==> src/rtl/ddmix_pkg.sv <==
// Shared types and constants of the differential-drive mixer.
package ddmix_pkg;

  localparam int SPEED_W  = 8;
  localparam int VEC_W    = 10;
  localparam int CHK_W    = 11;
  localparam int DUTY_W   = 8;
  localparam int TICK_W   = 16;
  localparam int OFFS_W   = 8;
  localparam int CFG_IDX_W  = 2;
  localparam int CFG_DATA_W = 16;
  localparam int SUM_W    = 12;  // checksum arithmetic, wide enough for every operand
  localparam int SEGX_W   = 6;   // offset into one 45-degree segment

  localparam logic [TICK_W-1:0] TIMEOUT_RESET = 16'd4000;
  localparam logic [OFFS_W-1:0] OFFSET_RESET  = 8'd100;
  localparam logic [TICK_W-1:0] TICK_MAX      = 16'hFFFF;

  localparam logic signed [VEC_W-1:0] FULL_SCALE = 10'sd255;
  localparam logic signed [VEC_W-1:0] HEAD_LIMIT = 10'sd180;
  localparam logic signed [VEC_W-1:0] SEG1       = 10'sd45;
  localparam logic signed [VEC_W-1:0] SEG2       = 10'sd90;
  localparam logic signed [VEC_W-1:0] SEG3       = 10'sd135;

  // 1/3 as 683/2048, exact for the ramp products (at most 765).
  localparam logic [9:0] THIRD_RECIP = 10'd683;

  typedef enum logic [1:0] {
    ST_TICK   = 2'd0,
    ST_ACCEPT = 2'd1,
    ST_REJECT = 2'd2
  } status_t;

  typedef enum logic [CFG_IDX_W-1:0] {
    REG_TIMEOUT = 2'd0,
    REG_OFFSET  = 2'd1
  } cfg_reg_t;

  // Strobes from the controller to the datapath.
  typedef struct packed {
    logic load;
    logic mix;
    logic scale;
    logic commit;
  } ddmix_cmd_t;

endpackage

==> src/rtl/ddmix_ctrl.sv <==
// Controller of the mixer: sequences one item through mix, scale and commit.
module ddmix_ctrl import ddmix_pkg::*; (
  input  logic       clk,
  input  logic       rst,
  input  logic       in_valid,
  output logic       in_ready,
  output logic       out_valid,
  input  logic       out_ready,
  output ddmix_cmd_t cmd
);

  typedef enum logic [1:0] {
    S_IDLE,
    S_MIX,
    S_SCALE,
    S_COMMIT
  } state_t;

  state_t state;
  logic   can_commit;

  assign in_ready   = (state == S_IDLE);
  // The result register is free once its beat has gone or goes in this cycle.
  assign can_commit = !out_valid || out_ready;

  always_comb begin
    cmd        = '0;
    cmd.load   = in_valid && in_ready;
    cmd.mix    = (state == S_MIX);
    cmd.scale  = (state == S_SCALE);
    cmd.commit = (state == S_COMMIT) && can_commit;
  end

  always_ff @(posedge clk) begin
    if (rst) begin
      state     <= S_IDLE;
      out_valid <= 1'b0;
    end else begin
      if (cmd.commit) begin
        out_valid <= 1'b1;
      end else if (out_ready) begin
        out_valid <= 1'b0;
      end
      case (state)
        S_IDLE: begin
          if (in_valid) state <= S_MIX;
        end
        S_MIX:    state <= S_SCALE;
        S_SCALE:  state <= S_COMMIT;
        S_COMMIT: begin
          if (can_commit) state <= S_IDLE;
        end
        default:  state <= S_IDLE;
      endcase
    end
  end

endmodule

==> config.mk <==
export PLATFORM = sky130hd
export DESIGN_NAME = ddmix_ctrl
export DESIGN_NICKNAME = d
export VERILOG_FILES = /design/src/rtl/ddmix_pkg.sv /design/src/rtl/ddmix_ctrl.sv
export SDC_FILE = /design/constraint.sdc
export NUM_CORES = 1
export LEC_CHECK = 0
export ABC_AREA = 1
export BUFFER_PORTS_ARGS = -buffer_cell sky130_fd_sc_hd__buf_2
export CAP_MARGIN = 20
export CORE_AREA = 4 4 41 43
export CTS_BUF_LIST = sky130_fd_sc_hd__clkbuf_4
export DETAILED_ROUTE_END_ITERATION = 7
export DIE_AREA = 0 0 45 47
export GPL_TIMING_DRIVEN = 0
export HOLD_SLACK_MARGIN = 0.08
export MAX_ROUTING_LAYER = met4
export PLACE_DENSITY_LB_ADDON = 0.1
export SLEW_MARGIN = 20
export SYNTH_ARGS = -nofsm -noshare
export SYNTH_HDL_FRONTEND = slang
export SYNTH_SLANG_ARGS = --single-unit
==> constraint.sdc <==
create_clock -name clk -period 2.4 [get_ports clk]
set_clock_uncertainty 0.05 [all_clocks]
set_input_delay 0.12 -clock clk [delete_from_list [all_inputs] [get_ports clk]]
set_output_delay 0.12 -clock clk [all_outputs]
set_load 0.02 [all_outputs]
# Word-level counts from Yosys, hierarchy flattened
# Index checks and enable logic that the tools add are counted.
# totals
word_cells	19
input_bits	4
out_inout_bits	6
reg_bits	3
# op_classes
n_mux	5
reduce_logical	7
eq_ne	5
# op_table
op	n
one-hot mux 2 bit (4 select lines)	1
== test 2 bit (second input constant)	2
2-to-1 mux 2 bit	2
inequality test 2 bit (second input constant)	2
== test 2 x 1 -> 1 bit (second input constant)	1
logical AND 1 bit	2
logical NOT 2 bit	1
2-to-1 mux 1 bit	2
AND reduction 2 bit	1
nonzero test 2 bit	1
logical NOT 1 bit	1
logical OR 1 bit	1

# Logic depth before layout (Yosys ltp)
# Gate-level depths: netlist (run 1).
# logic_depth
depth_word	4
mapped_depth	6
ltp_nobuf	6

# Worst setup path after synthesis (run 1)
# Ideal clock, no wire load.
# synth_timing
path_type	reg2reg
startpoint	register state[0]
endpoint	register state[1]
path_stages_with_launch	6
arrival_time_ns	1.005
setup_ns	0.115
setup_slack_ns	1.230
n_path_buf	0
required_time_ns	2.235
cell_sequence	dfxtp_1 inv_1 ha_1 nand2_1 a21oi_1 nor2_1
# synth_between
elab_chain_cells	3
# synth_rtl
item	line	text
start: declaration	ddmix_ctrl.sv:19	state_t state;
start signal: assignment	ddmix_ctrl.sv:36	state <= S_IDLE;
start signal: assignment	ddmix_ctrl.sv:46	if (in_valid) state <= S_MIX;
start signal: assignment	ddmix_ctrl.sv:48	S_MIX: state <= S_SCALE;
logical NOT 2 bit (*)	--	
via in_ready	ddmix_ctrl.sv:6	output logic in_ready,
inequality test 2 bit (no line)	--	
AND reduction 2 bit (no line)	--	
# The timed path passes the listed nets; every way through them passes the cells marked *.
# A chain may end at the register's enable or synchronous reset.

==> results of run 1 <==
## cell type report
cell class,instances,area share (%)
Tap cell,15,6.000
Inverter,8,9.600
Sequential cell,3,19.20
Clock buffer,4,9.600
Timing Repair Buffer,10,17.60
Multi-Input combinational cell,19,38.00
## stage by stage
step           utilization, %  hold WS, ps
3_3_place_gp            20.96        247.0
5_1_grt                 24.04        139.3
4_1_cts                 24.04        117.7
2_1_floorplan               -        139.1
3_5_place_dp            20.96        247.5
6_report                24.04        125.4
## worst reg2reg max path: stages (launching register included)
cell	delay, ps
dfxtp_1	380
inv_1	80
ha_1	240
nand2_1	110
nand3_1	80
nand2_1	60
nor2_1	40
## power by group through the flow
stage	Clock, mW	Sequential [mW]	Combinational [mW]
5_1_grt	0.107	0.0924	0.227
4_1_cts	0.105	0.0889	0.200
2_1_floorplan	0	0.0866	0.148
3_3_place_gp	0	0.0884	0.197
3_5_place_dp	0	0.0900	0.199
6_report	0.0986	0.0884	0.195
## sequential cells by signal, summed over array words and instances (netlist names)
name	count
out_valid	1
state	2
## routing by layer
layer / wire (um) / GRT usage (%)
met5: 0 / -
met4: 0 / 8.772
met3: 56 / 1.533
met2: 218 / 7.345
met1: 184 / 5.669
## how the worst max path moves through the flow
stage          startpoint        to
6_report         state[0]    cmd[3]
3_3_place_gp     state[0]  state[1]
5_1_grt          state[1]    cmd[0]
4_1_cts          state[0]    cmd[3]
2_1_floorplan    state[0]  state[1]
3_5_place_dp     state[0]  state[1]
## placed cells by master, fill, tap and decap left out, drive strengths merged
cell	n
ha	4
buf	9
dlygate4sd3	1
dfxtp	3
nor2	3
nand3	2
inv	8
a21oi	4
nand2	6
clkbuf	4
## cell families (layout without fill, tap and decap cells)
group                      after synthesis  count (layout)  synth area share (%)
and+or+nand+nor                         11              11                 23.35
buffers and inverters                    8              22                 14.37
adders and majority gates                4               4                 23.95
AOI/OAI and AO/OA                        4               4                 9.581
DFF                                      3               3                 28.74
## synth_stat cells
master and count:
nor2_1 3, inv_1 8, dfxtp_1 3, ha_1 4
nand2_1 6, nand3_2 1, a21oi_1 4, nand3_1 1
==> impl_metrics.tcl, run 1 <==
set metrics [dict create \
    run_status "finished clean" \
    p_seq_share_pct 23.1 \
    crit_family "flip-flops" \
    period_minus_slack_ps 1346 \
    critPathArrivalTime_ps 1180 \
    grt_pass1_vias 203 \
    place_congestion 0.6590 \
    rsz0062_at_grt "no" \
    clockBufferDepth 2 \
    fmaxAchievable_mhz 742.7 \
    min_path_cells 4 \
    hold_end "out_valid" \
    routedWlPerCell_um 7.780 \
    synth_seq_cells 3 \
    finalSetupViolations 0 \
    core_mm2 0.001301 \
    multi_input_area_um2 118.9 \
    avgSynthCellArea_um2 6.965 \
    placed_cells 54 \
    worstSkewPairLatency_ps 230 \
    r2r_cells 6 \
    clock-sinks 3 \
    preCtsSetupSlack_ps 1221 \
    ant_nets 0 \
    critPathKind "reg2out" \
    drt_first_pass_iters 2 \
    stdcell_area_um2 312.8 \
    antenna_found_initial 0 \
    slew_headroom_pct 89.41 \
    cp_slowest_cell "dfxtp_1" \
    die_x_um 45 \
    final_hold_viol_count 0 \
    root_buffer "clkbuf_4" \
    ff_latch_area_um2 60.06 \
    synthesis.nets 38 \
    end_kind "output port" \
    path_clk_slew_ps 40 \
    path_depth 5 \
    pwr-share-clk_pct 25.8 \
    pwr-share-comb_pct 51.0 \
    grt_max_degree 5 \
    leakage_nw 0.1838 \
    p_int_mw 0.2139 \
    dp_hpwl_um 390.4 \
    fin_crit_sh_pct 56.10 \
    drv_cap 0 \
    seq_area_frac_synth_pct 28.74 \
    setup_ws_ps 1054 \
    fill_cells 158 \
    wirelength_um 459 \
    synth_top_cell_by_area "dfxtp_1" \
    path_common_cell "inv_1" \
    ctsHoldBuffers 1 \
    worstHoldPathType "in2reg" \
    switching_power_mw 0.1682 \
    setup-tns-final_ps 0 \
    htree_levels 1 \
    finalPower_mw 0.3821 \
    num_io_pins 10 \
    r2r_start "state[0]" \
    grt.total_usage_pct 5.705 \
    required_ps 2230 \
    grt_pass1_wl_um 759 \
    post_synth_num_cell_types 8 \
    die_h_um 47 \
    syn_area_um2 209.0 \
    cp_num_buf_inv 3 \
    post_dp_cell_area_um2 272.8 \
    drt-vias-per-instance 3.610 \
    numCtsBuffers 3 \
    synth_top_area_share_pct 28.74 \
    drc 0 \
    reg2reg_setup_slack_ps 1240 \
    yosys-top-cells-area "dfxtp_1, ha_1, inv_1" \
    critPathLaunchType "flop" \
    vdd_drop_max_mv 0.2489 \
    nNetsFinal 53 \
    power_density_mw_per_mm2 1221 \
    postCtsSetupBuffers 0 \
    yosys_warnings 0 \
    min-delay-start "out_ready" \
    r2r-end "state[1]" \
    drtIter0Drc 3 \
    drive_gt1_share_pct 31.82 \
    slew_viol_final 0 \
    worstMarginPinSlew_ps 158.6 \
    stdcell_count 59 \
    switching_share_pct 44.02 \
    synthCells 30 \
    ctsResizeCount 0 \
    crit_chain "inv_1 > ha_1 > nand2_1 > inv_1 > buf_2" \
    cpPeakStageDelay_ps 380 \
    n_antenna_cell 0 \
    path_max_fanout 4 \
    area_growth_pct 49.70 \
    rows 13 \
    portBuffers 9 \
    dieArea_mm2 0.002115 \
    overflow 0 \
    initial_core_util_pct 16.06 \
    cts_tree "built" \
    routed-via-count 213 \
]
No activity file was read; power rests on OpenSTA's default activity.
==> inputs of run 2 (changes only) <==
clock period = 1.39 ns   (was 2.4 ns; I/O delays follow)
==> run 2 against run 1 <==
Against the previous run: sequential power increased by 78%; sequential share of layout area fell by 0.43 points; die area unchanged; clock-buffer cell count is the same; first-iteration DRC count fell by 33%; core utilization up 1.1 points; power rose by 74%; cell count is 1.7% higher; critical path type unchanged.
==> impl_metrics.tcl, run 2 (same netlist as run 1, synthesis figures left out) <==
set metrics [dict create \
    run_status "finished clean" \
    num_io_pins 10 \
    routed-via-count 214 \
    rows 13 \
    cts_tree "built" \
    drv_cap 0 \
    ff_latch_area_um2 61.31 \
    place_congestion 0.6590 \
    p_seq_share_pct 23.5 \
    worstSkewPairLatency_ps 230 \
    dp_hpwl_um 390.4 \
    worstHoldPathType "in2reg" \
    fmaxAchievable_mhz 780.0 \
    drt-vias-per-instance 3.567 \
    area_growth_pct 56.29 \
    startpoint "state[1]" \
    reg2reg_setup_slack_ps 250 \
    min_path_cells 5 \
    multi_input_area_um2 121.4 \
    dieArea_mm2 0.002115 \
    die_h_um 47 \
    grt.total_usage_pct 5.786 \
    n_antenna_cell 0 \
    path_max_fanout 4 \
    min-delay-start "in_valid" \
    r2r_cells 6 \
    p_int_mw 0.3754 \
    period_minus_slack_ps 1282 \
    die_x_um 45 \
    setup-tns-final_ps 0 \
    routedWlPerCell_um 7.633 \
    path_clk_slew_ps 40 \
    clock-sinks 3 \
    finalPower_mw 0.6666 \
    end_kind "output port" \
    grt_pass1_vias 206 \
    layout_commonest_cell "buf_2" \
    final_hold_viol_count 0 \
    r2r_start "state[1]" \
    reg.largest.list "state x2, out_valid x1" \
    slew_viol_final 0 \
    largest_register_ffs 2 \
    worstMarginPinSlew_ps 157.0 \
    largest-register "state" \
    power_density_mw_per_mm2 2041 \
    slew_headroom_pct 89.52 \
    stdcell_area_um2 326.6 \
    pwr-share-comb_pct 50.9 \
    critPathLaunchType "flop" \
    drt_first_pass_iters 2 \
    grt_max_degree 5 \
    nNetsFinal 54 \
    hold_end "state[0]" \
    finalSetupViolations 0 \
    postCtsSetupBuffers 0 \
    initial_core_util_pct 16.06 \
    clockBufferDepth 2 \
    drive_gt1_share_pct 35.56 \
    r2r-end "state[1]" \
    ant_nets 0 \
    root_buffer "clkbuf_4" \
    drc 0 \
    switching_power_mw 0.2912 \
    core_mm2 0.001301 \
    fill_cells 157 \
    critPathKind "reg2out" \
    final_cell_mix "buf_2, inv_1, nand2_1, a21oi_1, clkbuf_4" \
    htree_levels 1 \
    grt_pass1_wl_um 772 \
    portBuffers 9 \
    critPathArrivalTime_ps 1160 \
    post_dp_cell_area_um2 272.8 \
    rsz0062_at_grt "no" \
    pwr-share-clk_pct 25.5 \
    antenna_found_initial 0 \
    vdd_drop_max_mv 0.4303 \
    wirelength_um 458 \
    fin_crit_sh_pct 92.24 \
    hold_slack_ps 190.3 \
    required_ps 1270 \
    numCtsBuffers 3 \
    leakage_nw 0.1859 \
    overflow 0 \
    switching_share_pct 43.68 \
    drtIter0Drc 2 \
]
## run 2: changes by cell type in the layout (fill, tap and decap cells not counted)
cell           delta
dfxtp_1           -1
dfxtp_2           +1
dlygate4sd3_1     +1
ha_1              -1
ha_2              +1
## run 2: layer usage
layer	vias up	GRT usage (%)	wire (um)
met3	0	1.533	56
met4	0	8.772	0
met2	7	7.345	213
met5	-	-	0
li1	119	-	-
met1	88	5.896	187
## run 2: layout make-up
cell class	instances	area share (%)
clock buffer	4	9.195
sequential	3	18.77
inverter	8	9.195
multi-input combinational	19	37.16
tap	15	5.747
timing repair buffer	11	19.92
## run 2: through the flow
stage / cells / util, % / setup WS [ps]
after global placement: 54 / 20.96 / 241.4
after CTS: 60 / 24.81 / 63.54
after detailed placement: 54 / 20.96 / 211.1
after global routing: 60 / 25.10 / 0.2743
after floorplan: 30 / - / 220.4
final: 60 / 25.10 / 107.9
## run 2: worst max path at each step
stage / cells past startpoint / slack [ps] / endpoint
finish: 5 / 110 / cmd[3]
global route: 4 / 0.3 / cmd[0]
CTS: 5 / 60 / cmd[3]
detailed placement: 6 / 210 / state[1]
global placement: 6 / 240 / state[1]
floorplan: 5 / 220 / state[1]
## run 2: repair_timing
action / in CTS / in global routing
hold buffers: 2 / 0
hold endpoints to repair: 3 / 0
endpoints found under the setup margin: 0 / 2
gates resized for setup: 0 / 2
## run 2: power groups by stage
stage	registers, mW	clock network, mW	logic, mW
6_report	0.157	0.170	0.340
5_1_grt	0.163	0.185	0.395
4_1_cts	0.153	0.181	0.348
3_5_place_dp	0.155	0	0.344
3_3_place_gp	0.153	0	0.339
2_1_floorplan	0.150	0	0.256
## run 2: critical path: stages, from the launching register on
cell and delay, ps:
dfxtp_1 380, inv_1 80, ha_1 220, nand2_1 70
inv_1 30, buf_2 140
==> inputs of run 3 (changes only) <==
==> constraint.sdc (replaced) <==
create_clock -name clk -period 1.39 [get_ports clk]
set_clock_uncertainty 0.05 [all_clocks]
set_input_delay 0.278 -clock clk [delete_from_list [all_inputs] [get_ports clk]]
set_output_delay 0.278 -clock clk [all_outputs]
set_load 0.02 [all_outputs]
==> run 3 against run 2 <==
Against the previous run: power rose by 23%; critical path depth decreased by 1; flip-flop and latch count unchanged; sequential power is 18% higher; clock-buffer cell count stayed put; largest cell class unchanged; largest power group unchanged.
==> impl_metrics.tcl, run 3 (same netlist as run 1, synthesis figures left out) <==
set metrics [dict create \
    switching_power_mw 0.3415 \
    p_seq_share_pct 22.6 \
    grt_pass1_vias 229 \
    cp_slowest_cell "dfxtp_4" \
    fmaxAchievable_mhz 739.0 \
    worstHoldPathType "in2reg" \
    final_core_util_pct 28.94 \
    path_max_fanout 4 \
    wl_met2_um 261 \
    end_kind "output port" \
    pwr-share-clk_pct 20.7 \
    overflow 0 \
    multi_input_area_um2 152.6 \
    path_clk_slew_ps 40 \
    dp_hpwl_um 390.4 \
    htree_levels 1 \
    ff_latch_area_um2 67.56 \
    pwr-share-comb_pct 56.7 \
    num_io_pins 10 \
    drc 0 \
    drtIter0Drc 0 \
    rsz0062_at_grt "yes" \
    met3_wirelength_um 44 \
    slew_headroom_pct 89.15 \
    clockBufferDepth 2 \
    critPathArrivalTime_ps 1030 \
    slew_viol_final 0 \
    cpPeakStageDelay_ps 380 \
    grt_max_degree 5 \
    hold_slack_ps 166.3 \
    grt.total_usage_pct 6.275 \
    routedWlPerCell_um 8.333 \
    wirelength_um 500 \
    leakage_nw 0.1904 \
    topRoutingLayerUsed "met3" \
    place_congestion 0.6590 \
    required_ps 1060 \
    n_antenna_cell 0 \
    layout_commonest_cell "buf_2" \
    die_h_um 47 \
    drive_gt1_share_pct 60.00 \
    period_minus_slack_ps 1353 \
    cts_tree "built" \
    critPathLaunchType "flop" \
    rows 13 \
    core_mm2 0.001301 \
    initial_core_util_pct 16.06 \
    fill_cells 157 \
    fin_crit_sh_pct 97.36 \
    vdd_drop_max_mv 0.5912 \
    nNetsFinal 54 \
    die_x_um 45 \
    clock-sinks 3 \
    worstMarginPinSlew_ps 162.5 \
    critPathKind "reg2out" \
    routed-via-count 223 \
    reg.largest.list "state x2, out_valid x1" \
    switching_share_pct 41.64 \
    drv_cap 0 \
    met1_length_um 193 \
    largest_register_ffs 2 \
    finalSetupViolations 0 \
    drt_first_pass_iters 1 \
    numCtsBuffers 3 \
    portBuffers 9 \
    final_hold_viol_count 0 \
    run_status "finished clean" \
    antenna_found_initial 0 \
    p_int_mw 0.4785 \
    dieArea_mm2 0.002115 \
    final_cell_mix "buf_2, nand2_1, inv_1, clkbuf_4" \
    power_density_mw_per_mm2 2177 \
    crit_chain "ha_4 > inv_2 > a21oi_2 > buf_4" \
    root_buffer "clkbuf_4" \
    worstSkewPairLatency_ps 230 \
    area_growth_pct 80.24 \
    drt-vias-per-instance 3.717 \
    largest-register "state" \
    grt_pass1_wl_um 855 \
    ant_nets 0 \
]
run 3: power by group through the flow:
stage / sequential (mW) / combinational [mW] / clock [mW]
detailed placement: 0.155 / 0.344 / 0
finish: 0.185 / 0.465 / 0.170
CTS: 0.182 / 0.412 / 0.181
floorplan: 0.150 / 0.256 / 0
global placement: 0.153 / 0.339 / 0
global route: 0.192 / 0.527 / 0.184
run 3: through the flow:
step / power [mW] / TNS [ps] / instance area [um2] / cells / worst slack [ps]
finish: 0.8200 / 0 / 376.6 / 60 / 36.74
global route: 0.9036 / -47.25 / 376.6 / 60 / -42.77
CTS: 0.7756 / -2.194 / 347.8 / 59 / -2.194
detailed placement: 0.4990 / 0 / 272.8 / 54 / 102.5
global placement: 0.4922 / 0 / 272.8 / 54 / 135.5
floorplan: 0.4056 / 0 / 209.0 / 30 / 134.0
run 3: timing repair:
item	in CTS	in global routing
gates resized for setup	12	9
pin swaps	1	2
buffers inserted	1	1
setup endpoints to repair	4	4
hold buffers	0	0
run 3: area by class of cell:
class	count	area share, %
Timing Repair Buffer	11	19.93
Tap cell	15	4.983
Multi-Input combinational cell	19	40.53
Sequential cell	3	17.94
Inverter	8	8.638
Clock buffer	4	7.973
run 3: metal layers:
layer | vias to the layer above | track usage, %
met5 | - | -
li1 | 120 | -
met1 | 96 | 5.669
met4 | 0 | 8.772
met3 | 0 | 1.533
met2 | 7 | 9.322
run 3: final timing paths:
kind / start / end / slack [ps] / cells past startpoint
worst max-delay path: state[1] / cmd[0] / 40 / 4
worst min-delay path: rst / out_valid / 170 / 2
worst max register to register: state[1] / state[0] / 310 / 5
worst min register to register: out_valid / out_valid / 460 / 2
run 3: worst max-delay path: cells and delay by family (launching register included):
family	cells	cell delay, ps
AO/OA/AOI/OAI	1	90
adder cells (fa/ha/maj)	1	150
buffers and inverters	2	180
flip-flops	1	380
