[config.mk]
export PLATFORM = sky130hd
export DESIGN_NAME = ddmix_dp
export DESIGN_NICKNAME = d
export VERILOG_FILES = /design/src/rtl/ddmix_pkg.sv /design/src/rtl/ddmix_dp.sv
export SDC_FILE = /design/constraint.sdc
export NUM_CORES = 1
export LEC_CHECK = 0
export ABC_CLOCK_PERIOD_IN_PS = 15500
export BUFFER_PORTS_ARGS = -buffer_cell sky130_fd_sc_hd__buf_2
export CELL_PAD_IN_SITES_DETAIL_PLACEMENT = 1
export CELL_PAD_IN_SITES_GLOBAL_PLACEMENT = 2
export CORE_MARGIN = 2
export CORE_UTILIZATION = 43
export CTS_CLUSTER_DIAMETER = 120
export CTS_CLUSTER_SIZE = 40
export DETAILED_ROUTE_END_ITERATION = 7
export GPL_TIMING_DRIVEN = 0
export PLACE_DENSITY = 0.92
export SLEW_MARGIN = 20
export SYNTH_ARGS = -nofsm -noshare
export SYNTH_HDL_FRONTEND = slang
export SYNTH_SLANG_ARGS = --single-unit
[constraint.sdc]
create_clock -name clk -period 15.5 [get_ports clk]
set_input_delay 3.875 -clock clk [delete_from_list [all_inputs] [get_ports clk]]
set_output_delay 3.875 -clock clk [all_outputs]
set_load 0.02 [all_outputs]
[src/rtl/ddmix_pkg.sv]
// Shared types and constants of the differential-drive mixer.
package ddmix_pkg;

  localparam int SPEED_W  = 8;
  localparam int VEC_W    = 10;
  localparam int CHK_W    = 11;
  localparam int DUTY_W   = 8;
  localparam int TICK_W   = 16;
  localparam int OFFS_W   = 8;
  localparam int CFG_IDX_W  = 2;
  localparam int CFG_DATA_W = 16;
  localparam int SUM_W    = 12;  // checksum arithmetic, wide enough for every operand
  localparam int SEGX_W   = 6;   // offset into one 45-degree segment

  localparam logic [TICK_W-1:0] TIMEOUT_RESET = 16'd4000;
  localparam logic [OFFS_W-1:0] OFFSET_RESET  = 8'd100;
  localparam logic [TICK_W-1:0] TICK_MAX      = 16'hFFFF;

  localparam logic signed [VEC_W-1:0] FULL_SCALE = 10'sd255;
  localparam logic signed [VEC_W-1:0] HEAD_LIMIT = 10'sd180;
  localparam logic signed [VEC_W-1:0] SEG1       = 10'sd45;
  localparam logic signed [VEC_W-1:0] SEG2       = 10'sd90;
  localparam logic signed [VEC_W-1:0] SEG3       = 10'sd135;

  // 1/3 as 683/2048, exact for the ramp products (at most 765).
  localparam logic [9:0] THIRD_RECIP = 10'd683;

  typedef enum logic [1:0] {
    ST_TICK   = 2'd0,
    ST_ACCEPT = 2'd1,
    ST_REJECT = 2'd2
  } status_t;

  typedef enum logic [CFG_IDX_W-1:0] {
    REG_TIMEOUT = 2'd0,
    REG_OFFSET  = 2'd1
  } cfg_reg_t;

  // Strobes from the controller to the datapath.
  typedef struct packed {
    logic load;
    logic mix;
    logic scale;
    logic commit;
  } ddmix_cmd_t;

endpackage

[src/rtl/ddmix_dp.sv]
// Datapath of the mixer: checksum gate, heading mix, speed scaling and drive state.
module ddmix_dp import ddmix_pkg::*; (
  input  logic                    clk,
  input  logic                    rst,
  input  ddmix_cmd_t              cmd,
  input  logic                    command,
  input  logic [SPEED_W-1:0]      speed,
  input  logic signed [VEC_W-1:0] vector,
  input  logic signed [CHK_W-1:0] check_value,
  input  logic                    cfg_we,
  input  logic [CFG_IDX_W-1:0]    cfg_index,
  input  logic [CFG_DATA_W-1:0]   cfg_data,
  output logic [DUTY_W-1:0]       left_duty,
  output logic                    left_forward,
  output logic [DUTY_W-1:0]       right_duty,
  output logic                    right_forward,
  output logic [1:0]              status,
  output logic                    failsafe_active
);

  // Configuration registers.
  logic [TICK_W-1:0] timeout_ticks;
  logic [OFFS_W-1:0] checksum_offset;

  // Captured item.
  logic                    is_tick;
  logic [SPEED_W-1:0]      spd;
  logic signed [VEC_W-1:0] vec;
  logic signed [CHK_W-1:0] chk;

  // Mix stage results.
  logic              chk_ok;
  logic [DUTY_W-1:0] mag_l, mag_r;
  logic              pos_l, pos_r;

  // Scale stage results.
  logic [2*DUTY_W-1:0] prod_l, prod_r;

  // Drive state.
  logic [TICK_W-1:0] elapsed_ticks;

  // Checksum compare at full precision.
  logic signed [SUM_W-1:0] expect_sum, chk_ext;

  // Heading mix.
  logic signed [VEC_W-1:0] seg_base, xw, ramp_s, wl, wr, neg_l, neg_r;
  logic [SEGX_W-1:0]       x;
  logic [9:0]              p17;
  logic [19:0]             pr;
  logic [DUTY_W-1:0]       ramp;

  // Commit.
  logic [DUTY_W-1:0] q_l, q_r;
  logic [TICK_W-1:0] elapsed_inc, elapsed_next;
  logic              tick_clear;

  function automatic logic [DUTY_W-1:0] div255(input logic [2*DUTY_W-1:0] p);
    logic [2*DUTY_W:0] s;
    logic [DUTY_W:0]   q;
    s = {1'b0, p} + {{(DUTY_W+1){1'b0}}, p[2*DUTY_W-1:DUTY_W]} + {{(2*DUTY_W){1'b0}}, 1'b1};
    q = s[2*DUTY_W:DUTY_W];
    return q[DUTY_W] ? {DUTY_W{1'b1}} : q[DUTY_W-1:0];
  endfunction

  assign expect_sum = SUM_W'(vec) + $signed({{(SUM_W-SPEED_W){1'b0}}, spd})
                    - $signed({{(SUM_W-OFFS_W){1'b0}}, checksum_offset});
  assign chk_ext    = SUM_W'(chk);

  // Segment base: the offset into the segment drives the one ramp in use.
  always_comb begin
    if (vec > SEG3)             seg_base = -SEG3;
    else if (vec > SEG2)        seg_base = -SEG2;
    else if (vec > SEG1)        seg_base = -SEG1;
    else if (vec > 10'sd0)      seg_base = 10'sd0;
    else if (vec > -SEG1)       seg_base = SEG1;
    else if (vec > -SEG2)       seg_base = SEG2;
    else if (vec > -SEG3)       seg_base = SEG3;
    else                        seg_base = HEAD_LIMIT;
  end

  assign xw     = vec + seg_base;
  assign x      = xw[SEGX_W-1:0];
  assign p17    = {x, 4'b0000} + {4'b0000, x};
  assign pr     = p17 * THIRD_RECIP;
  assign ramp   = pr[18:11];
  assign ramp_s = $signed({{(VEC_W-DUTY_W){1'b0}}, ramp});

  always_comb begin
    if (vec > HEAD_LIMIT || vec < -HEAD_LIMIT) begin
      wl = 10'sd0;                 wr = 10'sd0;
    end else if (vec > SEG3) begin
      wl = -FULL_SCALE;            wr = ramp_s;
    end else if (vec > SEG2) begin
      wl = -FULL_SCALE;            wr = ramp_s - FULL_SCALE;
    end else if (vec > SEG1) begin
      wl = -ramp_s;                wr = -FULL_SCALE;
    end else if (vec > 10'sd0) begin
      wl = FULL_SCALE - ramp_s;    wr = -FULL_SCALE;
    end else if (vec > -SEG1) begin
      wl = FULL_SCALE;             wr = -ramp_s;
    end else if (vec > -SEG2) begin
      wl = FULL_SCALE;             wr = FULL_SCALE - ramp_s;
    end else if (vec > -SEG3) begin
      wl = ramp_s;                 wr = FULL_SCALE;
    end else begin
      wl = ramp_s - FULL_SCALE;    wr = FULL_SCALE;
    end
  end

  assign neg_l = -wl;
  assign neg_r = -wr;

  assign q_l = div255(prod_l);
  assign q_r = div255(prod_r);

  assign elapsed_inc = (elapsed_ticks != TICK_MAX) ? elapsed_ticks + 16'd1 : elapsed_ticks;
  assign tick_clear  = is_tick && (elapsed_inc > timeout_ticks);

  always_comb begin
    if (is_tick)     elapsed_next = elapsed_inc;
    else if (chk_ok) elapsed_next = '0;
    else             elapsed_next = elapsed_ticks;
  end

  // Configuration and drive state.
  always_ff @(posedge clk) begin
    if (rst) begin
      timeout_ticks   <= TIMEOUT_RESET;
      checksum_offset <= OFFSET_RESET;
      elapsed_ticks   <= '0;
      left_duty       <= '0;
      left_forward    <= 1'b0;
      right_duty      <= '0;
      right_forward   <= 1'b0;
    end else begin
      if (cfg_we) begin
        case (cfg_index)
          REG_TIMEOUT: timeout_ticks   <= cfg_data;
          REG_OFFSET:  checksum_offset <= cfg_data[OFFS_W-1:0];
          default:     ;
        endcase
      end
      if (cmd.commit) begin
        elapsed_ticks <= elapsed_next;
        if (tick_clear) begin
          left_duty     <= '0;
          left_forward  <= 1'b0;
          right_duty    <= '0;
          right_forward <= 1'b0;
        end else if (!is_tick && chk_ok) begin
          left_duty     <= q_l;
          left_forward  <= pos_l && (q_l != '0);
          right_duty    <= q_r;
          right_forward <= pos_r && (q_r != '0);
        end
      end
    end
  end

  // Item capture and stage registers carry payload only.
  always_ff @(posedge clk) begin
    if (cmd.load) begin
      is_tick <= command;
      spd     <= speed;
      vec     <= vector;
      chk     <= check_value;
    end
    if (cmd.mix) begin
      chk_ok <= (chk_ext == expect_sum);
      mag_l  <= wl[VEC_W-1] ? neg_l[DUTY_W-1:0] : wl[DUTY_W-1:0];
      mag_r  <= wr[VEC_W-1] ? neg_r[DUTY_W-1:0] : wr[DUTY_W-1:0];
      pos_l  <= (wl > 10'sd0);
      pos_r  <= (wr > 10'sd0);
    end
    if (cmd.scale) begin
      prod_l <= mag_l * spd;
      prod_r <= mag_r * spd;
    end
    if (cmd.commit) begin
      if (is_tick)     status <= ST_TICK;
      else if (chk_ok) status <= ST_ACCEPT;
      else             status <= ST_REJECT;
      failsafe_active <= (elapsed_next > timeout_ticks);
    end
  end

endmodule

### Yosys cells after proc, flatten, opt, wreduce, memory -nomap -nowiden

Cells that the tools add are included.

* register bits: 142
* logic and storage cells: 104
* input bits: 55
* output and inout bits: 21

* $lt $le $gt $ge: 13
* muxes and demuxes: 38
* equal/unequal tests: 3
* $mul: 3
* reduce and logical (&&, ||, !) cells: 13
* add/subtract/negate cells: 14

Operators by type and width (number)
* $mux W10: 15
* $mux W8: 8
* $mux W16: 3
* $mux W6: 7
* $add A16 B8 Y17: 2
* $add A17 B1 Y17 const B: 2
* $gt A16 B16 Y1: 2
* $mul A8 B8 Y16: 2
* $gt A10 B1 Y1 const B: 3
* $gt A10 B9 Y1 const B: 3
* $gt A10 B7 Y1 const B: 2
* $gt A10 B8 Y1 const B: 2
* $mul A10 B10 Y19 const B: 1
* $add A16 B1 Y16 const B: 1
* $ne A16 B16 Y1 const B: 1
* $neg A8 Y8: 2
* $reduce_bool A8 Y1: 2
* $eq A11 B12 Y1: 1
* $sub A11 B9 Y12: 1
* $add A10 B9 Y11: 1
* $add A10 B6 Y10: 1
* $lt A10 B9 Y1 const B: 1
* $neg A8 Y10: 1
* $sub A8 B8 Y9 const A: 1
* 11 further kinds: 19

### Depth between registers and ports, before layout

Gate-level depths: netlist (run 1).

* depth in word-level cells: 22
* gate-level depth with buffers: 45
* depth with buffers taken out: 44

### Least setup slack after synthesis (run 1)

No wires, ideal clock.

* kind: flip-flop to flip-flop
* start: register vec[9]
* end: register pos_l, data pin
* data required time: 15.236 ns
* library setup time: 0.264 ns
* stages on the path, launching flop included: 38
* data arrival time: 9.864 ns
* path slack: 5.372 ns
* clock period less this slack: 10.128 ns
* cells stage by stage: edfxtp_1 inv_1 ha_1 nor3b_1 nand2_1 o21ai_0 o21a_1 clkbuf_1 nor3_1 nor2_1 ha_1 a211oi_1 or4b_2 o2111ai_1 or3_4 o221ai_2 inv_1 fa_1 (+2 left out) ha_1 ha_1 fa_1 fa_1 inv_1 fa_1 inv_1 ha_1 o2111ai_1 a21oi_1 a211oi_4 a21boi_0 a211oi_1 xnor2_1 xnor2_4 mux2i_1 or4_4 o41a_1

* word-level cells in the longest chain between the ends: 21

RTL lines
* start, declared: RTL line ddmix_dp.sv:28 `logic signed [VEC_W-1:0] vec;`
* start signal, assigned: RTL line ddmix_dp.sv:165 `vec <= vector;`
* $gt A10 B9 Y1: RTL line ddmix_dp.sv:77, ddmix_dp.sv:103
* $mux W6: RTL line ddmix_dp.sv:77 `else if (vec > -SEG3) seg_base = SEG3;`
* $mux W6: RTL line ddmix_dp.sv:76 `else if (vec > -SEG2) seg_base = SEG2;`
* $mux W6: RTL line ddmix_dp.sv:75 `else if (vec > -SEG1) seg_base = SEG1;`
* $mux W6: RTL line ddmix_dp.sv:74 `else if (vec > 10'sd0) seg_base = 10'sd0;`
* $mux W6: RTL line ddmix_dp.sv:73 `else if (vec > SEG1) seg_base = -SEG1;`
* $mux W6: RTL line ddmix_dp.sv:72 `else if (vec > SEG2) seg_base = -SEG2;`
* $mux W6: RTL line ddmix_dp.sv:71 `if (vec > SEG3) seg_base = -SEG3;`
* (+5 left out)
* $mux W10: RTL line ddmix_dp.sv:101 `end else if (vec > -SEG2) begin`
* $mux W10: RTL line ddmix_dp.sv:99 `end else if (vec > -SEG1) begin`
* $mux W10: RTL line ddmix_dp.sv:97 `end else if (vec > 10'sd0) begin`
* $mux W10: RTL line ddmix_dp.sv:95 `end else if (vec > SEG1) begin`
* $mux W10: RTL line ddmix_dp.sv:93 `end else if (vec > SEG2) begin`
* $mux W10: RTL line ddmix_dp.sv:91 `end else if (vec > SEG3) begin`
* $mux W10 (*): RTL line ddmix_dp.sv:89 `if (vec > HEAD_LIMIT || vec < -HEAD_LIMIT) begin`
* $gt A10 B1 Y1 (*): RTL line ddmix_dp.sv:172 `pos_l <= (wl > 10'sd0);`
* end signal, assigned: RTL line ddmix_dp.sv:172
* end, declared: RTL line ddmix_dp.sv:34 `logic pos_l, pos_r;`

Every way passes the cells marked *; elsewhere a longest branch is shown, timed or not.
A chain may end at the register's enable or synchronous reset.

### Worst setup path in the final report (run 1)

Same ends and word-level chain as after synthesis.

==> results by stage, run 1 <==
Run status:
- The flow ran to the end, and the final reports show no timing, DRC or antenna violations.

Setup path:
- By instance count, the cell type seen most on the critical path is ha_1.
- Among all stages on the critical path, the largest delay is contributed by nor4_1.
- Tracing the worst setup path back leads to its startpoint at vec[9].
- The startpoint of the lowest-slack register-to-register path is vec[9].
- On the worst path, the slowest cell contributes a delay of 0.85 ns.
- STA puts the critical path data required time at ~16 ns.
- The worst setup path is captured at a flip-flop.
- The critical path startpoint category is a flip-flop.
- The maximum fanout encountered on the critical timing path is 10.
- The worst path arrival time is between 10 and 15 ns.
- The class of the most critical setup path is reg2reg.

Detailed routing:
- The final layout contains routed wiring with a total length of 42.3 mm.
- The final route contains 12610 vias.
- The count of nets left with antenna violations once routing finished came out at 0.
- Dividing the detail-routed via count by the number of cells gives 5.60.
- The number of design-rule violations left by the first detailed-router iteration is 552.
- The pre-antenna-repair detailed-routing pass consisted of 5 iterations.
- After detailed routing, the number of remaining DRC violations is 0.
- The average wire per cell in the routed design is 18.8 um.

Final layout:
- The area growth from synthesis to layout is 10.0%.
- The number of inserted diodes is 0.
- The most common cell after layout, fill and taps aside is inv_1.
- In the final design database the tool counted 2142 nets.
- The fraction of final layout cells with drive strength greater than 1 is 7.23%.
- Leaving out fill and tap cells, the most frequent cells in the layout are inv_1 (213), ha_1 (200), nand2_1 (171).

STA:
- The max-slew violation count is 0.
- Adding up every negative setup slack in the final design gives 0 ns.
- Setup repair after global routing left no endpoint under its margin.
- Headroom to the max-slew limit came out at ~27%.
- The final hold violation count came to 0.
- Between clock sinks in the finished design, the worst skew comes to 0.00922 ns.
- The final number of setup-violating endpoints is 0.
- The top achievable clock speed is 77.8 MHz.
- The minimum period implied by the final worst setup slack is 12.86 ns.
- For the pin with the worst max-slew slack, the measured transition is 1.09 ns.
- The final worst-path cycle share is ~83%.

Clocking:
- The number of levels in the clock H-tree is 4.
- The clock latency reported for the late side of the worst-skew pair is 0.44 ns.
- TritonCTS created 17 clock buffers.
- The tree is rooted in a clkbuf_16.
- The number of setup buffers added after CTS is 0.
- TritonCTS built the clock tree.
- The maximum clock path buffer count is 2.
- The number of gates resized after CTS was 0.
- The CTS clock-pin slew for the worst setup and hold paths is ~0.07 ns.
- The total clock sinks is 142.
- The number of hold buffers added after CTS was 0.

Yosys:
- Synthesis inferred 142 register bits.
- The Yosys step of the flow raised 0 warnings.
- The async set or reset register ratio after synthesis is 0%.
- The synthesized netlist cell count is 1691.
- The most frequently used flop master after synthesis is edfxtp_1.
- Yosys mapped a number of flops with a built-in enable equal to 84.
- The mapped netlist covers roughly 15000 um2.
- The number of nets in the synthesized netlist is 2048.
- After synthesis, the mean cell area works out to 9.00 um2.
- The proportion of synthesized chip area in sequential cells is 24.2%.
- Yosys mapped the design onto 76 distinct sky130hd cell types.

Global routing:
- The initial antenna violation count is 1.
- The first global-routing pass estimated approximately 70 mm of wire.
- Entering global routing, the biggest net connects 33 pins.
- Global routing used 23.9% of the available tracks across all layers.
- Summed over all layers, the global routing overflow is 0.
- The number of global-route vias before repair came to 13562.

Placed design:
- The placed wire-length estimate is 34.1 mm.
- The weighted congestion reported at the end of routability-driven placement is 0.860.
- The count of buffers added on input and output ports is between 70 and 80.

Die:
- The die is 192 um wide.
- The initial utilization of the core area, before any placement, comes to 43.9%.
- The floorplan die area is 36900 um2.
- The boundary pin count is 76.
- The initialized floorplan defines between 60 and 70 standard-cell rows.
- The floorplan core area is between 30000 and 40000 um2.
- The vertical die dimension is 192 um.

Worst hold path:
- The kind of path behind the tightest hold check is reg2reg.
- In this run the most critical hold path is launched from right_duty[1].

Flow run:
- The total of max-cap violations is 0.
## metrics by stage
| step | hold slack [ns] | cells | utilization [%] | instance area [um2] | worst slack, ns |
|---|---|---|---|---|---|
| 3_5_place_dp | 0.440 | 2221 | 46.6 | 16200 | 2.83 |
| 3_3_place_gp | 0.423 | 2221 | 46.6 | 16200 | 3.04 |
| 4_1_cts | 0.448 | 2253 | 48.3 | 16800 | 2.80 |
| 6_report | 0.442 | 2253 | 48.3 | 16800 | 2.64 |
| 2_1_floorplan | 0.436 | 1691 | - | 15200 | 5.37 |
| 5_1_grt | 0.468 | 2253 | 48.3 | 16800 | 1.79 |
## registers in the layout, summed over array words and instances (netlist names)
| register | flops |
|---|---|
| prod_r | 16 |
| left_forward | 1 |
| prod_l | 16 |
| right_forward | 1 |
| left_duty | 8 |
| chk | 11 |
| pos_l | 1 |
| right_duty | 8 |
| vec | 10 |
| is_tick | 1 |
| mag_l | 8 |
| spd | 8 |
| status | 2 |
| checksum_offset | 8 |
| mag_r | 8 |
| failsafe_active | 1 |
| pos_r | 1 |
| timeout_ticks | 16 |
| chk_ok | 1 |
| elapsed_ticks | 16 |
## synth_stat cells (47+ instances only)
cell type,count,area [um2]
ha_1,200,2500
a21oi_1,79,395
xnor2_1,72,631
nand2_1,171,642
clkbuf_1,47,176
nor2_1,103,387
and2_1,75,469
inv_1,213,800
o21ai_0,76,380
edfxtp_1,84,2520
dfxtp_1,58,1160
fa_1,102,2040
## layout make-up
cell class	instances	area (um2)
inverters	215	807
fillers	4053	18000
clock inverters	11	104
flip-flops and latches	142	3680
repair buffers	75	375
clock buffers	21	475
plain buffers	50	198
well taps	455	569
multi-input cells	1284	10500
## worst max-delay path, delay by kind of cell (launching register included)
family | cells | cell delay [ns]
AOI/OAI and AO/OA | 11 | 3.37
xor gates and xnor gates | 2 | 0.88
buffers and inverters | 5 | 0.94
DFF | 1 | 0.51
adders and majority gates | 10 | 3.97
and+or+nand+nor | 11 | 2.93
## final timing paths
kind,endpoint,slack (ns),cells past startpoint
min reg2reg,right_duty[1],0.44,2
max reg2reg,pos_l,2.64,39
max,pos_l,2.64,39
min,right_duty[1],0.44,2
## cell families (layout without fill, tap and decap cells)
group	count (synthesis)	count (layout)	share of synthesized area, %
compound gates	361	361	15.9
xor+xnor	96	96	5.83
fa+ha+maj	302	302	29.8
buf+inv	265	372	6.60
flops	142	142	24.2
mux	22	22	1.47
simple gates	503	503	16.1
## metal layers
layer,vias to the layer above,wire length [um],GRT usage (%)
met1,6282,18200,28.4
met3,75,1070,2.87
met5,-,13,0
met4,2,1040,7.96
met2,208,22000,44.4
li1,6043,-,-
Power of run 1 is not shown: default switching activity piles up to over one toggle a cycle in this logic, so the estimate is an artifact.
==> run 2, diff against run 1 <==
--- a/config.mk
+++ b/config.mk
@@ -5,17 +5,17 @@
 export SDC_FILE = /design/constraint.sdc
 export NUM_CORES = 1
 export LEC_CHECK = 0
-export ABC_CLOCK_PERIOD_IN_PS = 15500
+export ABC_CLOCK_PERIOD_IN_PS = 12400
 export BUFFER_PORTS_ARGS = -buffer_cell sky130_fd_sc_hd__buf_2
 export CELL_PAD_IN_SITES_DETAIL_PLACEMENT = 1
 export CELL_PAD_IN_SITES_GLOBAL_PLACEMENT = 2
 export CORE_MARGIN = 2
-export CORE_UTILIZATION = 43
+export CORE_UTILIZATION = 40
 export CTS_CLUSTER_DIAMETER = 120
 export CTS_CLUSTER_SIZE = 40
 export DETAILED_ROUTE_END_ITERATION = 7
 export GPL_TIMING_DRIVEN = 0
-export PLACE_DENSITY = 0.92
+export PLACE_DENSITY = 0.87
 export SLEW_MARGIN = 20
 export SYNTH_ARGS = -nofsm -noshare
 export SYNTH_HDL_FRONTEND = slang
==> constraint.sdc (replaced) <==
create_clock -name clk -period 12.4 [get_ports clk]
set_input_delay 3.1 -clock clk [delete_from_list [all_inputs] [get_ports clk]]
set_output_delay 3.1 -clock clk [all_outputs]
set_load 0.02 [all_outputs]
==> run 2 against run 1 <==
Against the previous run:
- worst setup slack got worse by 1.8 ns
- via count decreased by 0.99%
- die area is 7.3% higher
- worst hold slack improved by 0.0013 ns
- largest cell class unchanged
- critical endpoint unchanged
- critical path depth decreased by 3
- sequential cell count unchanged
- utilization down 3.2 points
- final cell count grew 2.4%
==> results by stage, run 2 (synthesis gave the netlist of run 1 again) <==
Run status:
- The flow ran to the end, and the final reports show no timing, DRC or antenna violations.

Setup path:
- The class of the most critical setup path is reg2reg.
- The highest-delay cell along the critical path is or4b_2.
- The maximum fanout encountered on the critical timing path is 8.
- STA classifies the critical path endpoint as a flip-flop.
- In this design, the critical path's most frequently occurring cell is ha_1.
- The data required time at the worst endpoint is 12.58 ns.
- For flop-to-flop paths, the worst setup slack is 0.88 ns.
- The top cell family by delay on the critical path is adder cells.
- STA puts the critical path data arrival time at 11.71 ns.
- The delay of the slowest cell on the worst path is ~0.62 ns.
- The critical path startpoint category is a flip-flop.
- The critical path contains buffers and inverters numbering 4 combined.

Placed design:
- The placed wire-length estimate is 33.9 mm.
- The worst slack at placement is -0.230 ns.
- The number of buffers added on ports is 75.
- The weighted congestion reported at the end of routability-driven placement is 0.874.

Global routing:
- The maximum number of pins on one net before global-route repair is 33.
- The first global-routing pass estimated approximately 69 mm of wire.
- The total overflow left after global routing is 0.
- The initial antenna violation count is 1.
- The number of global-route vias before repair is around 14000.
- The global router's overall resource usage is 22.1%.

Die:
- The vertical die dimension is 199 um.
- For this configuration, the core starts out at a cell density of between 40% and 50%.
- The floorplan core area is 37600 um2.
- The die covers 39600 um2.
- The floorplan row count is 71.
- The width of the die is 199 um.
- For this design the top-level I/O count stands at 76.

Final layout:
- At the end of the flow the core is filled with cells to between 40% and 50%.
- The area used by sequential logic in the layout is 3680 um2.
- The most common cell after layout, fill and taps aside is inv_1.
- The combined area of the multi-input logic cells is 10600 um2.
- The fraction of final layout cells with drive strength greater than 1 is roughly 7.7%.
- The top cell types in the final layout, fill and taps aside, are inv_1 (213), ha_1 (200), nand2_1 (171).
- The total number of nets in the final design is roughly 2100.
- The number of antenna diodes in the final layout is 0.
- From synthesis to final layout, the design area changed by 11.1%.
- Counting the fill cells in the layout gives 4453.

STA:
- Setup repair after global routing left no endpoint under its margin.
- At the pin with the least slew margin, the transition time is between 1 and 1.5 ns.
- Adding up every negative setup slack in the final design gives 0 ns.
- The final hold violation count was 0.
- The relative max-transition margin is 29.7%.
- The final number of setup-violating endpoints is 0.
- After layout, the minimum clock period comes to about 12 ns.
- The tightest hold margin is between 0.4 and 0.5 ns.
- Timing would allow up to 86.8 MHz.
- The final worst-path cycle share is 92.9%.
- The max-slew violation count came to 0.
- The post-route worst setup slack is about 0.88 ns.
- For the final database, setup skew stands at between 0.01 and 0.015 ns.

Detailed routing:
- For this run, the detailed router's first-pass iteration total came to 5.
- The met3 layer wire length in the routed design is 993 um.
- The post-detailed-routing wire length is between 40 and 50 mm.
- In the routed layout, each cell is associated on average with a via count of 5.41.
- The average wire per cell in the routed design is around 18 um.
- The detailed-route via count is 12485.
- The number of design-rule violations left by the first detailed-router iteration is 542.
- In the final routing, the length of wire on met1 measures 18.1 mm.
- The final routed DRC violation total is 0.
- Summed over all nets, wire length on met2 after detailed routing comes to approximately 21 mm.
- The remaining number of nets flagged by the antenna check after routing is 0.
- In this run the top signal layer used is met5.

Clocking:
- The tree is rooted in a clkbuf_16.
- Clock latency on the worst-skew pair, taken at its later pin, is roughly 0.45 ns.
- Counting along the longest clock path gives a buffer depth of 2.
- Buffers added to address setup during post-CTS repair amount to 0.
- The number of levels in the clock H-tree is 4.
- The clock tree from TritonCTS is yes.
- The total clock buffers created by CTS is 17.
- Clock-pin slew was measured on the worst setup and hold paths at ~0.07 ns.
- Buffers inserted to repair hold after CTS numbered 0.
- Counting every sink on the clock net gives 142.

Flow run:
- The total of max-cap violations is 0.

Worst hold path:
- The kind of path behind the tightest hold check is reg2reg.
==> run 2: cell types whose count changed in the layout (fill, tap and decap cells not counted), sizes merged <==
cell    before  now
clkinv       7    2
clkbuf      68   70
inv        218  220
==> run 2: stage by stage <==
| step | std cells | cell area [um2] |
|---|---|---|
| 2_1_floorplan | 1691 | 15200 |
| 3_3_place_gp | 2277 | 16200 |
| 3_5_place_dp | 2277 | 16200 |
| 4_1_cts | 2309 | 16900 |
| 5_1_grt | 2308 | 16900 |
| 6_report | 2308 | 16900 |
==> run 2: metal layers <==
metal	global-route usage, %	vias up
met5	0	-
met4	7.08	2
met3	2.73	69
met2	41.3	190
met1	26.1	6181
li1	-	6043
==> run 2: final cells by class <==
| cell class | count | area share [%] |
|---|---|---|
| Buffer | 49 | 1.15 |
| Multi-Input combinational cell | 1284 | 62.6 |
| Clock buffer | 24 | 3.24 |
| Inverter | 215 | 4.77 |
| Sequential cell | 142 | 21.8 |
| Tap cell | 511 | 3.78 |
| Clock inverter | 8 | 0.496 |
| Timing Repair Buffer | 75 | 2.22 |
==> run 2: timing repair <==
| action | CTS | global route |
|---|---|---|
| resized for setup | 2 | 9 |
| cloned | 0 | 0 |
| pin swaps | 0 | 0 |
| setup endpoints to repair | 7 | 16 |
==> run 2: final timing paths <==
path            startpoint             to  depth (start not counted)
max                 vec[9]          pos_l                         36
min          right_duty[1]  right_duty[1]                          2
max reg2reg         vec[9]          pos_l                         36
min reg2reg  right_duty[1]  right_duty[1]                          2
==> run 2: worst reg2reg max path, delay by kind of cell (launching register included) <==
kind            cells  cell delay, ns
xor+xnor            2            0.60
flops               1            0.50
simple gates       11            3.09
compound gates     10            2.82
buf+inv             4            0.56
fa+ha+maj           9            3.65
Power of run 2 is left out for the same reason.
==> run 3, diff against run 2 <==
--- a/config.mk
+++ b/config.mk
@@ -16,6 +16,7 @@
 export DETAILED_ROUTE_END_ITERATION = 7
 export GPL_TIMING_DRIVEN = 0
 export PLACE_DENSITY = 0.87
+export RECOVER_POWER = 50
 export SLEW_MARGIN = 20
 export SYNTH_ARGS = -nofsm -noshare
 export SYNTH_HDL_FRONTEND = slang
==> run 3 against run 2 <==
Against the previous run:
- non-clock buffer count is the same
- maximum frequency fell by 0.20%
- utilization about the same
- the flow now finishes with violations (capacitance limit, slew limit)
==> results by stage, run 3 (synthesis gave the netlist of run 1 again) <==
Run status:
- The flow ran to the end, but the final reports show violations.
- The checks that failed: capacitance limit, slew limit.

Setup path:
- STA puts the critical path data arrival time at 11.73 ns.
- STA classifies the critical path endpoint as a flip-flop.
- The critical path startpoint category is a flip-flop.
- The top cell family by delay on the critical path is adder cells.
- The most repeated library cell on the critical path is ha_1.
- The critical path is of the reg2reg type.
- Together, buffers and inverters on the worst path number 5.
- The slowest stage of the critical path belongs to the cell fa_1.
- The delay of the slowest cell on the worst path is 0.55 ns.
- The data required time at the worst endpoint is 12.58 ns.
- In this run the worst path has a maximum fanout of 10.

Placed design:
- The placed wire-length estimate is 33.9 mm.
- The number of buffers added on ports is between 70 and 80.
- The congestion estimate from routability-driven global placement came to around 0.87.

Die:
- The width of the die is 199 um.
- The floorplan step defined a core boundary enclosing around 38000 um2.
- The initial utilization of the core area, before any placement, comes to 40.5%.
- The floorplan has 71 rows.
- The floorplan die area is approximately 40000 um2.
- During I/O placement, the number of pins put on the boundary was 76.
- In this run the vertical extent of the chip is 199 um.

Detailed routing:
- The final routed DRC violation total is 0.
- The pre-antenna-repair detailed-routing pass consisted of 5 iterations.
- The post-detailed-routing wire length is roughly 42 mm.
- The detailed router placed 12515 vias in this run.
- After detailed routing, the number of vias per cell comes to roughly 5.4.
- The average wire per cell in the routed design is 18.0 um.
- The remaining number of nets flagged by the antenna check after routing is 0.
- The number of design-rule violations left by the first detailed-router iteration is 552.

Clocking:
- The clock tree from TritonCTS is yes.
- The number of levels in the clock H-tree is 4.
- The clock drives around 140 sinks.
- Counting the buffers created by CTS gives 17.
- CTS placed an instance of clkbuf_16 at the clock tree root.
- For the worst-skew pair, the clock arrives at the later sink with an insertion delay of 0.45 ns.
- The number of hold buffers added after CTS was 0.
- The CTS clock-pin slew for the worst setup and hold paths is 0.07 ns.
- The maximum clock path buffer count is 2.

Worst hold path:
- The kind of path behind the tightest hold check is reg2reg.

STA:
- The final hold violation count was 0.
- The top achievable clock speed is 86.6 MHz.
- The minimum period implied by the final worst setup slack is between 10 and 15 ns.
- The final critical path takes up 93.1% of the cycle.
- In this run the tightest slew margin relative to its limit is -30.6%.
- The post-route clock skew is 0.0106 ns.
- Setup repair after global routing left no endpoint under its margin.
- For the final routed database, the setup TNS stands at 0 ns.
- The final number of setup-violating endpoints is 0.
- The slew at the pin with the worst max-slew slack is 1.96 ns.
- The max-slew violation count came to 64.

Flow run:
- The total of max-cap violations is 2.

Final layout:
- The fraction of final layout cells with drive strength greater than 1 is 7.40%.
- From synthesis to final layout, the design area changed by 11.0%.
- The total number of nets in the final design is 2141.
- After filler insertion, the fill cell instance count of the layout stands at 4459.
- The top cell types in the final layout, fill and taps aside, are inv_1 (213), ha_1 (200), nand2_1 (171).
- Measured on the finished design, the core utilization comes to approximately 45%.
- The most common cell after layout, fill and taps aside is inv_1.
- 0 antenna diodes ended up in the layout.

Global routing:
- For this run, the total global-route usage over all layers was measured as between 20 and 25%.
- The initial antenna violation count is 1.
- The maximum number of pins on one net before global-route repair is 33.
- The first-pass GRT wire length is 69.3 mm.
- The residual overflow from global routing is 0.
- The number of global-route vias before repair came to 13540.
-- run 3: changes by cell type in the layout (fill, tap and decap cells not counted) --
cell	change
and2_1	-7
buf_2	-6
and2_0	+7
clkbuf_1	+6
-- run 3: cell type report --
type | count | area, um2 | area share, %
plain buffers | 49 | 195 | 1.15
clock buffers | 24 | 548 | 3.24
clock inverters | 8 | 83.8 | 0.496
inverters | 215 | 807 | 4.77
multi-input cells | 1284 | 10600 | 62.6
flip-flops and latches | 142 | 3680 | 21.8
well taps | 511 | 639 | 3.78
repair buffers | 75 | 368 | 2.18
-- run 3: repair_timing --
| item | CTS | global route |
|---|---|---|
| gates resized for setup | 2 | 9 |
| buffers inserted | 0 | 0 |
| endpoints found under the setup margin | 7 | 16 |
-- run 3: routing by layer --
metal | GRT usage, % | part of all wire (%)
met5 | 0 | 0.031
met3 | 2.73 | 2.4
met1 | 26.1 | 44
met2 | 41.3 | 51
met4 | 7.08 | 2.5
-- run 3: final timing paths --
| path | cells past startpoint | from | end | slack [ns] |
|---|---|---|---|---|
| setup / recovery | 36 | vec[9] | pos_l | 0.85 |
| hold / removal | 2 | right_duty[1] | right_duty[1] | 0.44 |
| setup reg to reg | 36 | vec[9] | pos_l | 0.85 |
| hold reg to reg | 2 | right_duty[1] | right_duty[1] | 0.44 |
-- run 3: worst min-delay path, delay by kind of cell (launching register included) --
kind	cells	cell delay (ns)
flops	1	0.31
simple gates	2	0.09
-- run 3: per-stage QoR --
step	std cells	setup slack [ns]	cell area [um2]	hold slack, ns
after floorplan	1691	2.27	15200	0.436
after global placement	2277	-0.0457	16200	0.428
after detailed placement	2277	-0.230	16200	0.438
after CTS	2309	0.0113	16900	0.447
after global routing	2308	0.0116	16900	0.473
final	2308	0.853	16900	0.443
Power of run 3 is left out for the same reason.
